===== config.mk =====
export PLATFORM = sky130hd
export DESIGN_NAME = ffa_ctrl
export DESIGN_NICKNAME = d
export VERILOG_FILES = /design/src/hdl/ffa_pkg.sv /design/src/hdl/ffa_ctrl.sv
export SDC_FILE = /design/constraint.sdc
export NUM_CORES = 1
export LEC_CHECK = 0
export BUFFER_PORTS_ARGS = -buffer_cell sky130_fd_sc_hd__buf_2
export CORE_AREA = 2 2 39 41
export CTS_CLUSTER_DIAMETER = 30
export DETAILED_ROUTE_END_ITERATION = 16
export DIE_AREA = 0 0 41 43
export GPL_TIMING_DRIVEN = 0
export PLACE_DENSITY_LB_ADDON = 0.15
export REMOVE_ABC_BUFFERS = 1
export SYNTH_ARGS = -nofsm -noshare
export SYNTH_HDL_FRONTEND = slang
export SYNTH_SLANG_ARGS = --single-unit
export TNS_END_PERCENT = 1

===== constraint.sdc =====
create_clock -name aclk -period 1.6 [get_ports aclk]
set_input_delay 0.24 -clock aclk [delete_from_list [all_inputs] [get_ports aclk]]
set_output_delay 0.24 -clock aclk [all_outputs]
set_load 0.005 [all_outputs]

===== src/hdl/ffa_pkg.sv =====
package ffa_pkg;

    // Heap geometry
    localparam int HEAP_BYTES   = 65536;
    localparam int ALIGN_BYTES  = 8;
    localparam int HEADER_BYTES = 8;
    localparam int SLOT_COUNT   = HEAP_BYTES / ALIGN_BYTES;
    localparam int ALIGN_SH     = $clog2(ALIGN_BYTES);
    localparam int SLOT_W       = $clog2(SLOT_COUNT);
    localparam int STEP_W       = SLOT_W + 1;

    // Field widths
    localparam int ADDR_W   = 16;
    localparam int SIZE_W   = 16;
    localparam int CFG_W    = 17;
    localparam int CFG_IDX_W = 4;
    localparam int STAT_W   = 2;

    // Port widths
    localparam int S_TDATA_W = SIZE_W + ADDR_W;
    localparam int S_TUSER_W = 1;
    localparam int M_TDATA_W = ADDR_W;
    localparam int M_TUSER_W = STAT_W + 1;

    // Opcodes
    localparam logic OP_ALLOC = 1'b0;
    localparam logic OP_FREE  = 1'b1;

    // Register indexes
    localparam logic [CFG_IDX_W-1:0] CFG_HEAP_LIMIT = CFG_IDX_W'(0);
    localparam logic [CFG_IDX_W-1:0] CFG_BATCH      = CFG_IDX_W'(1);

    // Register reset values
    localparam logic [CFG_W-1:0] HEAP_LIMIT_RST = CFG_W'(65536);
    localparam logic [CFG_W-1:0] BATCH_RST      = CFG_W'(4096);

    typedef enum logic [STAT_W-1:0] {
        STAT_OK        = 2'd0,
        STAT_OOM       = 2'd1,
        STAT_ZERO_SIZE = 2'd2,
        STAT_NULL_FREE = 2'd3
    } status_t;

    // One entry of the link store
    typedef struct packed {
        logic              valid;
        logic [SLOT_W-1:0] next;
    } link_t;

    // Controller to datapath
    typedef struct packed {
        logic load;
        logic walk_start;
        logic rd_issue;
        logic walk_adv;
        logic unlink;
        logic calc_need;
        logic calc_fit;
        logic calc_grow;
        logic commit;
        logic do_free;
        logic res_zero;
        logic res_null;
        logic push;
    } cmd_t;

    // Datapath to controller
    typedef struct packed {
        logic is_free;
        logic size_zero;
        logic addr_zero;
        logic cur_ok;
        logic steps_done;
        logic fit;
    } sts_t;

endpackage


===== src/hdl/ffa_ctrl.sv =====
module ffa_ctrl (
    input  logic           aclk,
    input  logic           aresetn,
    input  logic           s_tvalid,
    output logic           s_tready,
    output logic           m_tvalid,
    input  logic           m_tready,
    output ffa_pkg::cmd_t  cmd,
    input  ffa_pkg::sts_t  sts
);
    import ffa_pkg::*;

    typedef enum logic [3:0] {
        S_IDLE,
        S_DECODE,
        S_WALK_TEST,
        S_WALK_CHK,
        S_NEED,
        S_FIT,
        S_GROW,
        S_COMMIT,
        S_DONE
    } state_t;

    state_t state_reg, state_next;
    logic   m_valid_reg, m_valid_next;

    assign s_tready = (state_reg == S_IDLE);
    assign m_tvalid = m_valid_reg;

    // Sequencing
    always_comb begin
        state_next   = state_reg;
        m_valid_next = m_valid_reg & ~m_tready;
        cmd          = '0;
        case (state_reg)
            S_IDLE: begin
                if (s_tvalid) begin
                    cmd.load   = 1'b1;
                    state_next = S_DECODE;
                end
            end
            S_DECODE: begin
                state_next = S_DONE;
                if (sts.is_free) begin
                    if (sts.addr_zero) begin
                        cmd.res_null = 1'b1;
                    end else begin
                        cmd.do_free = 1'b1;
                    end
                end else if (sts.size_zero) begin
                    cmd.res_zero = 1'b1;
                end else begin
                    cmd.walk_start = 1'b1;
                    state_next     = S_WALK_TEST;
                end
            end
            S_WALK_TEST: begin
                if (sts.cur_ok && !sts.steps_done) begin
                    cmd.rd_issue = 1'b1;
                    state_next   = S_WALK_CHK;
                end else begin
                    state_next = S_NEED;
                end
            end
            S_WALK_CHK: begin
                if (sts.fit) begin
                    cmd.unlink = 1'b1;
                    state_next = S_DONE;
                end else begin
                    cmd.walk_adv = 1'b1;
                    state_next   = S_WALK_TEST;
                end
            end
            S_NEED: begin
                cmd.calc_need = 1'b1;
                state_next    = S_FIT;
            end
            S_FIT: begin
                cmd.calc_fit = 1'b1;
                state_next   = S_GROW;
            end
            S_GROW: begin
                cmd.calc_grow = 1'b1;
                state_next    = S_COMMIT;
            end
            S_COMMIT: begin
                cmd.commit = 1'b1;
                state_next = S_DONE;
            end
            S_DONE: begin
                // hand the word to the output register once it is free
                if (!m_valid_reg || m_tready) begin
                    cmd.push     = 1'b1;
                    m_valid_next = 1'b1;
                    state_next   = S_IDLE;
                end
            end
            default: begin
                state_next = S_IDLE;
            end
        endcase
    end

    always_ff @(posedge aclk) begin
        if (!aresetn) begin
            state_reg   <= S_IDLE;
            m_valid_reg <= 1'b0;
        end else begin
            state_reg   <= state_next;
            m_valid_reg <= m_valid_next;
        end
    end

    // Checks
    a_cmd_onehot: assert property (@(posedge aclk) disable iff (!aresetn)
        $onehot0(cmd))
        else $error("more than one datapath command at once");

    a_push_free: assert property (@(posedge aclk) disable iff (!aresetn)
        cmd.push |-> (!m_valid_reg || m_tready))
        else $error("output register overwritten while full");

    a_chk_after_rd: assert property (@(posedge aclk) disable iff (!aresetn)
        (state_reg == S_WALK_CHK) |-> $past(cmd.rd_issue))
        else $error("list entry checked without a fresh read");

endmodule


## Word level (Yosys, flattened, before mapping)

Index checks and enable logic that the tools add are counted.

| operators by class | value |
|---|---|
| $add $sub $neg | 0 |
| div/mod/pow operators | 0 |
| order comparisons | 0 |
| multipliers | 0 |
| mux-type cells | 32 |
| shift operators | 0 |
| bitwise logic cells | 2 |
| reductions and logical operators | 6 |
| equal/unequal tests | 10 |

Operator list:

| operator | number |
|---|---|
| $pmux W4 S9 | 1 |
| $mux W1 | 23 |
| $mux W4 | 5 |
| $eq A4 B3 Y1 const B | 4 |
| $eq A4 B2 Y1 const B | 2 |
| $mux W3 | 2 |
| $eq A4 B1 Y1 const B | 1 |
| $eq A4 B4 Y1 const B | 1 |
| $logic_not A4 Y1 | 1 |
| $ne A2 B2 Y1 const B | 2 |
| $logic_not A1 Y1 | 2 |
| $mux W2 | 1 |
| $reduce_and A2 Y1 | 1 |
| $and A1 B1 Y1 | 1 |
| $logic_and A1 B1 Y1 | 1 |
| $logic_or A1 B1 Y1 | 1 |
| $not A1 Y1 | 1 |

| storage, ports and cells | value |
|---|---|
| bits in read-only memories | 0 |
| memory bits (writable) | 0 |
| flip-flop bits (word level) | 5 |
| bits in latches | 0 |
| input bits | 10 |
| memories | 0 |

## Depth between registers and ports, before layout

Gate-level depths: netlist of the first run.

| logic depth | value |
|---|---|
| word-level depth | 4 |
| mapped depth | 5 |
| mapped depth without buffers | 4 |

## Worst setup path after synthesis of the first run

Ideal clock, no wire load.

| path | value |
|---|---|
| path kind | register -> output |
| from | register state_reg[1] |
| to | output port cmd[0] in the netlist's numbering |
| arrival | 1,121 ps |
| path buffers | 1 |
| setup slack | 239 ps |
| stages on the path, launching flop included | 4 |
| cells stage by stage | dfxtp_1 -> buf_6 -> or4b_1 -> and2b_1 |

RTL lines:

| element | line | text |
|---|---|---|
| start: declaration | ffa_ctrl.sv:25 | `state_t state_reg, state_next;` |
| start signal: assignment | ffa_ctrl.sv:110 | `state_reg <= state_next;` |
| end: declaration | ffa_ctrl.sv:8 | `output ffa_pkg::cmd_t cmd,` |

==> impl_metrics.csv, run 1 <==
group,metric,value,unit
cts,root_buffer,"clkbuf_4",
drt,vias_per_cell,4.646,
die,die_width,41,um
synth,yosys.area.top_type,"dfxtp_1",
final_layout,final_util,44.85,%
synth,ys_types,26,
synth,yosysSeqAreaShare,25.16,%
synth,yosysMostFrequentCell,"nor2_1",
sta,setup_ws,-0.03744,ns
synth,syn-instance-count,49,
drt,wl,975,um
pwr,static-leakage-power,0.2897,nW
synth,synth-xor-area-share,0,%
sta,finalCriticalPeriod,1.637,ns
drt,vias,446,
drt,drt_iter0_markers,3,
synth,yosys_register_bits,5,
synth,synthArstFlopShare,0,%
synth,synth_top_family_by_area,"simple AND/OR/NAND/NOR gates",
worst_setup_path,crit_required,1.36,ns
placed_design,gp_congestion,0.6958,
status,violations,"setup timing",
worst_setup_path,crit_arrival,1.40,ns
die,coreArea,1384,um^2
min_path,hold_start,"aresetn",
sta,hold_viol,0,
global_routing,use_met2,20.31,%
sta,finClkSkew,0.001325,ns
sta,period_share,102.3,%
worst_setup_path,crit_fanout,4,
pwr,p_per_area,583.3,nW/um^2
final_layout,nets,91,
cts,cts_made_buffers,3,
synth,synthTopCellsByCount,"7 x nor2_1, 5 x dfxtp_1, 4 x a21oi_1, 4 x nand2b_1",
global_routing,use_met3,1.571,%
global_routing,grt_pass1_wl,1531,um
worst_setup_path,startpoint_type,"register",
synth,netlist_area,397.9,um^2
cts,cts.sinks,5,
sta,fmaxAchievable,610.7,MHz
sta,rsz0062_at_grt,"true",
worst_setup_path,r2r_start,"state_reg[1]$_SDFFE_PN0P_",
cts,insertion_delay,0.23,ns
synth,postSynthAreaPerCell,8.120,um^2
final_layout,drive_above_1_share,57.50,%
global_routing,grt_pass1_vias,395,
sta,tightest_slew,0.3417,ns
run,drv_cap,0,
final_layout,synthToLayoutAreaGrowth,55.97,%
placed_design,place_hpwl,731.3,um
drt,route.detailed.drc,0,
sta,setup_tns,-0.04372,ns
synth,netlist_top_cells_area,"dfxtp_1 25%, nor2_1 6.6%, nand2b_1 6.3%",
min_path,min_to,"state_reg[3]$_SDFFE_PN0P_",
global_routing,busiest_layer,"met2",
synth,synth_edf_count,0,
drt,ant_nets,0,
synth,ys.flop_type,"dfxtp_1",
synth,synth_compound_area_share,14.78,%
global_routing,track_usage,12.45,%
worst_setup_path,rrSetupSlack,0.27,ns
synth,synth_mux_area_share,0,%
sta,max-slew-margin-rel,77.01,%
final_layout,largest_reg_flops,4,
status,status,"complete, but fails checks",
die,initial_core_util,28.75,%
synth,yosysTopAreaCellShare,25.16,%
synth,synthAdderAreaFrac,0,%
sta,slew_violations,0,
die,core.rowCount,14,
min_path,hp-class,"in2reg",
cts,ctsHoldBuffers,0,
global_routing,grt_overflow,0,
worst_setup_path,r2r_cells,4,
synth,synthSimpleGateAreaFrac,54.09,%
drt,drtPass1Iterations,2,
global_routing,met1_usage,14.15,%
placed_design,place_inst,86,
sta,finalSetupViolations,2,
synth,synth-warning-count,0,
cts,path_clk_slew,0.04,ns
min_path,hold_path_depth,2,
pwr,ir_drop,282.3,uV
cts,htreeDepth,1,
placed_design,io_buffers,24,
drt,routedWlPerCell,10.16,um
die,die_area,1763,um^2
worst_setup_path,crit_type,"reg2out",
global_routing,grt_max_degree,11,
cts,clock_path_buffers,2,
worst_setup_path,cp-end-kind,"output port",
worst_setup_path,r2r-end,"state_reg[3]$_SDFFE_PN0P_",
cts,cts_tree,"built",
final_layout,insertedDiodeCount,0,
die,die_y,43,um
final_layout,layout.cells.non_filler,96,
global_routing,antenna_found_initial,0,
die,io_pins,25,
## how the worst max path moves through the flow
stage | to | from | slack (ns) | cells past startpoint
after CTS | cmd[11] | state_reg[1]$_SDFFE_PN0P_ | -0.06 | 4
final | cmd[0] | state_reg[1]$_SDFFE_PN0P_ | -0.04 | 3
after global routing | cmd[0] | state_reg[1]$_SDFFE_PN0P_ | -0.09 | 3
after detailed placement | cmd[2] | state_reg[1]$_SDFFE_PN0P_ | 0.03 | 4
after floorplan | cmd[2] | state_reg[1]$_SDFFE_PN0P_ | 0.19 | 3
after global placement | cmd[2] | state_reg[1]$_SDFFE_PN0P_ | 0.03 | 4
## per-stage QoR
| step | instance area, um^2 | hold slack, ns | setup slack (ns) | total power [W] |
|---|---|---|---|---|
| final | 620.6 | 0.2738 | -0.03744 | 0.0003620 |
| after global routing | 620.6 | 0.2796 | -0.08741 | 0.0003879 |
| after CTS | 614.3 | 0.2614 | -0.06322 | 0.0003685 |
| after detailed placement | 514.2 | 0.5116 | 0.02821 | 0.0002145 |
| after global placement | 514.2 | 0.5181 | 0.03043 | 0.0002140 |
| after floorplan | 374.1 | 0.3575 | 0.1928 | 0.0001809 |
## where the power goes
group / leakage (nW) / switching (W) / internal, W
logic: 0.231 / 0.0000381 / 0.0000485
registers: 0.0437 / 0.00000894 / 0.000128
clock network: 0.0150 / 0.0000450 / 0.0000939
## per-layer routing
layer	share of wire (%)	up-vias	routed length (um)
li1	-	236	-
met2	49	12	481
met4	0	0	0
met3	7.8	0	76
met5	0	-	0
met1	43	198	417
## layout make-up
cell class                      count  area, um^2
Multi-Input combinational cell     41       294.0
Fill cell                         153       763.2
Clock buffer                        4       26.28
Tap cell                           16       20.02
Timing Repair Buffer               30       165.2
Sequential cell                     5       115.1
## logic make-up (layout without fill, tap and decap cells)
logic type / Yosys count / in the layout
and+or+nand+nor: 32 / 32
AOI/OAI and AO/OA: 9 / 9
DFF: 5 / 5
buffers and inverters: 3 / 34
## critical path: stages (launching register included)
cell and delay [ns]:
dfxtp_4 0.34, or4b_4 0.53, and2b_1 0.20, buf_2 0.10
## cells in the final DEF (no fill, tap or decap), types with 2 or more instances in the layout
master	count
buf_2	24
nor3_1	3
nor2_1	7
a21oi_1	4
buf_4	6
nand2b_1	4
clkbuf_4	3
dfxtp_4	4
nand2_1	3
nor4_2	2
## what timing repair did
item | in CTS | in global routing
endpoints found under the setup margin | 7 | 7
pin swaps | 3 | 3
buffers inserted | 6 | 0
gates resized for setup | 11 | 1
No activity file was read; power rests on OpenSTA's default activity.
==> run 2, diff against run 1 <==
--- a/config.mk
+++ b/config.mk
@@ -5,7 +5,7 @@
 export SDC_FILE = /design/constraint.sdc
 export NUM_CORES = 1
 export LEC_CHECK = 0
-export BUFFER_PORTS_ARGS = -buffer_cell sky130_fd_sc_hd__buf_2
+export BUFFER_PORTS_ARGS = -buffer_cell sky130_fd_sc_hd__buf_4
 export CORE_AREA = 2 2 39 41
 export CTS_CLUSTER_DIAMETER = 30
 export DETAILED_ROUTE_END_ITERATION = 16
==> run 2 against run 1 <==
Compared with the run above: the flow still finishes with violations (setup timing); fmax shrank 0.79%; first-iteration DRC count shrank 33%; non-clock buffer count grew 3; clock skew grew 0.00055 ns; sequential power is essentially flat; final cell count grew 3.1%; routed wire length grew 11%; clock power is essentially flat; highest routed layer unchanged.
==> impl_metrics.csv, run 2 (synthesis gave the netlist of run 1 again) <==
group,metric,value,unit
global_routing,antenna_found_initial,0,
worst_setup_path,r2r-end,"state_reg[1]$_SDFFE_PN0P_",
sta,setup_tns,-0.1034,ns
sta,fmaxAchievable,605.9,MHz
die,die_width,41,um
pwr,p_per_area,534.1,nW/um^2
run,drv_cap,0,
placed_design,place_hpwl,757.9,um
min_path,hp-class,"in2reg",
sta,finalSetupViolations,3,
drt,wl,1082,um
global_routing,track_usage,14.19,%
drt,ant_nets,0,
cts,cts_made_buffers,3,
final_layout,largest_reg_flops,4,
status,violations,"setup timing",
cts,clock_path_buffers,2,
sta,max-slew-margin-rel,80.79,%
sta,finClkSkew,0.001873,ns
worst_setup_path,r2r_start,"state_reg[0]$_SDFFE_PN0P_",
min_path,hold_start,"aresetn",
worst_setup_path,startpoint_type,"register",
final_layout,insertedDiodeCount,0,
final_layout,drive_above_1_share,61.45,%
drt,route.detailed.drc,0,
worst_setup_path,cp-end-kind,"output port",
final_layout,final_cell_mix,"33 x buf_4, 7 x nor2_1, 4 x nand2b_1, 4 x a21oi_1, 4 x dfxtp_4",
pwr,static-leakage-power,0.3216,nW
sta,rsz0062_at_grt,"true",
worst_setup_path,rrSetupSlack,0.33,ns
worst_setup_path,crit_path_end,"cmd[0]",
sta,period_share,103.2,%
drt,vias_per_cell,4.717,
global_routing,grt_pass1_vias,441,
die,coreArea,1384,um^2
cts,root_buffer,"clkbuf_4",
drt,drtPass1Iterations,2,
sta,tightest_slew,0.2858,ns
placed_design,gp_congestion,0.7047,
pwr,ir_drop,380.0,uV
die,die_area,1763,um^2
cts,insertion_delay,0.24,ns
cts,htreeDepth,1,
drt,drt_iter0_markers,2,
drt,vias,467,
worst_setup_path,crit_fanout,4,
worst_setup_path,crit_required,1.36,ns
global_routing,grt_max_degree,11,
sta,timing.hold.ws,0.2397,ns
global_routing,grt_pass1_wl,1704,um
die,initial_core_util,28.75,%
cts,cts.sinks,5,
sta,setup_ws,-0.05050,ns
die,core.rowCount,14,
sta,slew_violations,0,
cts,cts_tree,"built",
worst_setup_path,crit_arrival,1.41,ns
final_layout,final_common_cell,"buf_4",
worst_setup_path,crit_type,"reg2out",
worst_setup_path,crit_start,"state_reg[0]$_SDFFE_PN0P_",
global_routing,grt_overflow,0,
placed_design,io_buffers,24,
die,io_pins,25,
cts,path_clk_slew,0.04,ns
final_layout,synthToLayoutAreaGrowth,83.33,%
worst_setup_path,r2r_cells,4,
status,status,"complete, but fails checks",
die,die_y,43,um
sta,hold_viol,0,
final_layout,nets,94,
drt,routedWlPerCell,10.93,um
sta,finalCriticalPeriod,1.650,ns
run 2: critical path, cell delays in order, from the launching register on:
cell	delay, ns
dfxtp_4	0.35
or4b_4	0.52
and2b_1	0.20
buf_4	0.10
run 2: what timing repair did:
item	CTS	global route
setup buffers	6	3
resized for setup	11	5
pin swaps	2	2
hold buffers	0	0
endpoints found under the setup margin	7	8
run 2: area by class of cell:
| type | instances | area [um^2] |
|---|---|---|
| fillers | 132 | 654.4 |
| well taps | 16 | 20.02 |
| multi-input cells | 41 | 320.3 |
| clock buffers | 4 | 26.28 |
| repair buffers | 33 | 247.7 |
| flip-flops and latches | 5 | 115.1 |
run 2: routing by layer:
metal | wire (um) | global-route usage [%]
met1 | 446 | 17.48
met2 | 563 | 21.25
met3 | 73 | 2.094
met4 | 0 | 10.00
met5 | 0 | 0
run 2: how the worst min path moves through the flow:
stage / end / slack (ns) / cells past startpoint
after floorplan: state_reg[3]$_SDFFE_PN0P_ / 0.36 / 1
after global placement: state_reg[3]$_SDFFE_PN0P_ / 0.50 / 2
after detailed placement: state_reg[3]$_SDFFE_PN0P_ / 0.48 / 2
after CTS: state_reg[3]$_SDFFE_PN0P_ / 0.23 / 2
after global routing: state_reg[3]$_SDFFE_PN0P_ / 0.25 / 2
final: state_reg[3]$_SDFFE_PN0P_ / 0.24 / 2
run 2: through the flow:
stage / setup slack (ns) / total power (W) / std cells / instance area (um^2) / util (%)
6_report: -0.05050 / 0.0003896 / 99 / 729.5 / 52.71
5_1_grt: -0.1147 / 0.0004141 / 99 / 729.5 / 52.71
4_1_cts: -0.06683 / 0.0003855 / 96 / 674.4 / 48.73
3_5_place_dp: 0.02389 / 0.0002281 / 86 / 574.3 / 41.50
2_1_floorplan: 0.1928 / 0.0001809 / 46 / 374.1 / -
3_3_place_gp: 0.01964 / 0.0002276 / 86 / 574.3 / 41.50
run 2: report_power, final:
group / switching, W / internal (W) / total [W]
sequential: 0.00000701 / 0.000127 / 0.000134
combinational: 0.0000460 / 0.0000670 / 0.000113
clock: 0.0000480 / 0.0000941 / 0.000142
total: 0.000101 / 0.000289 / 0.000390
==> run 3, diff against run 2 <==
--- a/config.mk
+++ b/config.mk
@@ -11,8 +11,8 @@
 export DETAILED_ROUTE_END_ITERATION = 16
 export DIE_AREA = 0 0 41 43
 export GPL_TIMING_DRIVEN = 0
-export PLACE_DENSITY_LB_ADDON = 0.15
 export REMOVE_ABC_BUFFERS = 1
+export SLEW_MARGIN = 10
 export SYNTH_ARGS = -nofsm -noshare
 export SYNTH_HDL_FRONTEND = slang
 export SYNTH_SLANG_ARGS = --single-unit
==> run 3 against run 2 <==
Compared with the run above: clock skew down 0.0017 ns; clock power about the same; global-route usage fell by 2.3 points; critical path depth unchanged; sequential share of layout area increased by 0.53 points; combinational power is 4% lower; the flow still finishes with violations (setup timing).
==> impl_metrics.csv, run 3 (synthesis gave the netlist of run 1 again) <==
group,metric,value,unit
placed_design,post-place-ws,0.03601,ns
worst_setup_path,cp_slowest_cell,"or4b_4",
sta,tightest_slew,0.3365,ns
sta,max-slew-margin-rel,77.36,%
worst_setup_path,crit_type,"reg2out",
worst_setup_path,startpoint_type,"register",
pwr,p_per_area,544.8,nW/um^2
sta,timing.hold.ws,0.2478,ns
min_path,hp-class,"in2reg",
worst_setup_path,cp_slowest_stage_delay,0.53,ns
sta,finalSetupViolations,3,
final_layout,drive_above_1_share,58.02,%
pwr,power.total,0.0003845,W
cts,clock_path_buffers,2,
placed_design,gp_congestion,0.6786,
global_routing,grt_overflow,0,
drt,routedWlPerCell,10.69,um
placed_design,io_buffers,24,
die,coreArea,1384,um^2
worst_setup_path,r2r_start,"state_reg[1]$_SDFFE_PN0P_",
drt,vias_per_cell,4.670,
final_layout,multi_input_area,311.5,um^2
cts,cts.sinks,5,
cts,root_buffer,"clkbuf_4",
sta,period_share,103.4,%
worst_setup_path,r2r-end,"state_reg[3]$_SDFFE_PN0P_",
global_routing,grt_max_degree,12,
cts,htreeDepth,1,
die,die_area,1763,um^2
final_layout,fin_area,705.7,um^2
placed_design,place_hpwl,774.7,um
cts,path_clk_slew,0.04,ns
worst_setup_path,crit_required,1.36,ns
die,io_pins,25,
placed_design,placed_area,574.3,um^2
run,drv_cap,0,
final_layout,fillers,126,
sta,finalCriticalPeriod,1.654,ns
drt,route.detailed.drc,0,
drt,drt_iter0_markers,3,
worst_setup_path,crit_fanout,5,
final_layout,final_common_cell,"buf_4",
status,violations,"setup timing",
final_layout,nets,92,
pwr,ir_drop,357.2,uV
die,die_width,41,um
final_layout,largest_reg_flops,4,
global_routing,grt_pass1_wl,1462,um
cts,cts_made_buffers,3,
worst_setup_path,rrSetupSlack,0.24,ns
min_path,hold_start,"aresetn",
global_routing,antenna_found_initial,0,
worst_setup_path,cp-end-kind,"output port",
die,core.rowCount,14,
cts,insertion_delay,0.23,ns
drt,drtPass1Iterations,2,
sta,rsz0062_at_grt,"true",
min_path,hold_path_depth,2,
sta,fmaxAchievable,604.7,MHz
final_layout,insertedDiodeCount,0,
pwr,static-leakage-power,0.3080,nW
min_path,min_to,"state_reg[3]$_SDFFE_PN0P_",
final_layout,synthToLayoutAreaGrowth,77.36,%
worst_setup_path,crit_start,"state_reg[1]$_SDFFE_PN0P_",
status,status,"complete, but fails checks",
sta,slew_violations,0,
final_layout,final_cell_mix,"31 x buf_4, 7 x nor2_1, 4 x nand2b_1, 4 x a21oi_1, 4 x dfxtp_4",
drt,wl,1037,um
final_layout,layout.area.seq,115.1,um^2
global_routing,grt_pass1_vias,371,
worst_setup_path,r2r_cells,4,
global_routing,track_usage,11.84,%
drt,vias,453,
worst_setup_path,crit_chain,"or4b_4, and2b_1, buf_4",
drt,ant_nets,0,
cts,cts_tree,"built",
die,die_y,43,um
worst_setup_path,crit_arrival,1.41,ns
sta,setup_ws,-0.05363,ns
die,initial_core_util,28.75,%
sta,hold_viol,0,
sta,finClkSkew,0.0001749,ns
-- run 3: worst max path at each step --
| stage | depth (start not counted) | slack, ns | to |
|---|---|---|---|
| 3_3_place_gp | 4 | 0.03 | cmd[2] |
| 5_1_grt | 3 | -0.1 | cmd[0] |
| 6_report | 3 | -0.05 | cmd[0] |
| 4_1_cts | 3 | -0.08 | cmd[0] |
| 3_5_place_dp | 4 | 0.04 | cmd[2] |
| 2_1_floorplan | 3 | 0.19 | cmd[2] |
-- run 3: what timing repair did --
action / CTS / global route
setup endpoints to repair: 6 / 5
hold buffers: 0 / 0
gates cloned: 0 / 0
hold endpoints to repair: 0 / 0
resized for setup: 12 / 2
buffers inserted: 3 / 4
pin swaps: 1 / 1
-- run 3: where the power goes --
part / leakage [nW] / internal, W / switching, W / total, W
Clock: 0.0150 / 0.0000939 / 0.0000459 / 0.000140
Combinational: 0.249 / 0.0000657 / 0.0000426 / 0.000108
Sequential: 0.0437 / 0.000128 / 0.00000885 / 0.000136
Total: 0.308 / 0.000287 / 0.0000973 / 0.000384
-- run 3: worst max-delay path: cells and delay by family (launching register included) --
| kind | cells | cell delay, ns |
|---|---|---|
| buffers and inverters | 1 | 0.10 |
| AND/OR/NAND/NOR | 2 | 0.73 |
| flip-flops | 1 | 0.35 |
-- run 3: cell type report --
| class | count | area share, % |
|---|---|---|
| clock buffers | 4 | 3.723 |
| multi-input cells | 41 | 44.15 |
| repair buffers | 31 | 32.98 |
| flip-flops and latches | 5 | 16.31 |
| well taps | 16 | 2.837 |
-- run 3: metrics by stage --
| stage | TNS (ns) | cells | util [%] |
|---|---|---|---|
| final | -0.05987 | 97 | 50.99 |
| after global routing | -0.2800 | 97 | 50.99 |
| after CTS | -0.2090 | 93 | 47.74 |
| after detailed placement | 0 | 86 | 41.50 |
| after global placement | 0 | 86 | 41.50 |
| after floorplan | 0 | 46 | - |
-- run 3: layer usage --
| layer | wire length [um] | global-route usage [%] | part of all wire, % |
|---|---|---|---|
| met1 | 440 | 15.06 | 42 |
| met2 | 517 | 18.44 | 50 |
| met3 | 79 | 1.571 | 7.6 |
| met4 | 0 | 6.000 | 0 |
| met5 | 0 | 0 | 0 |
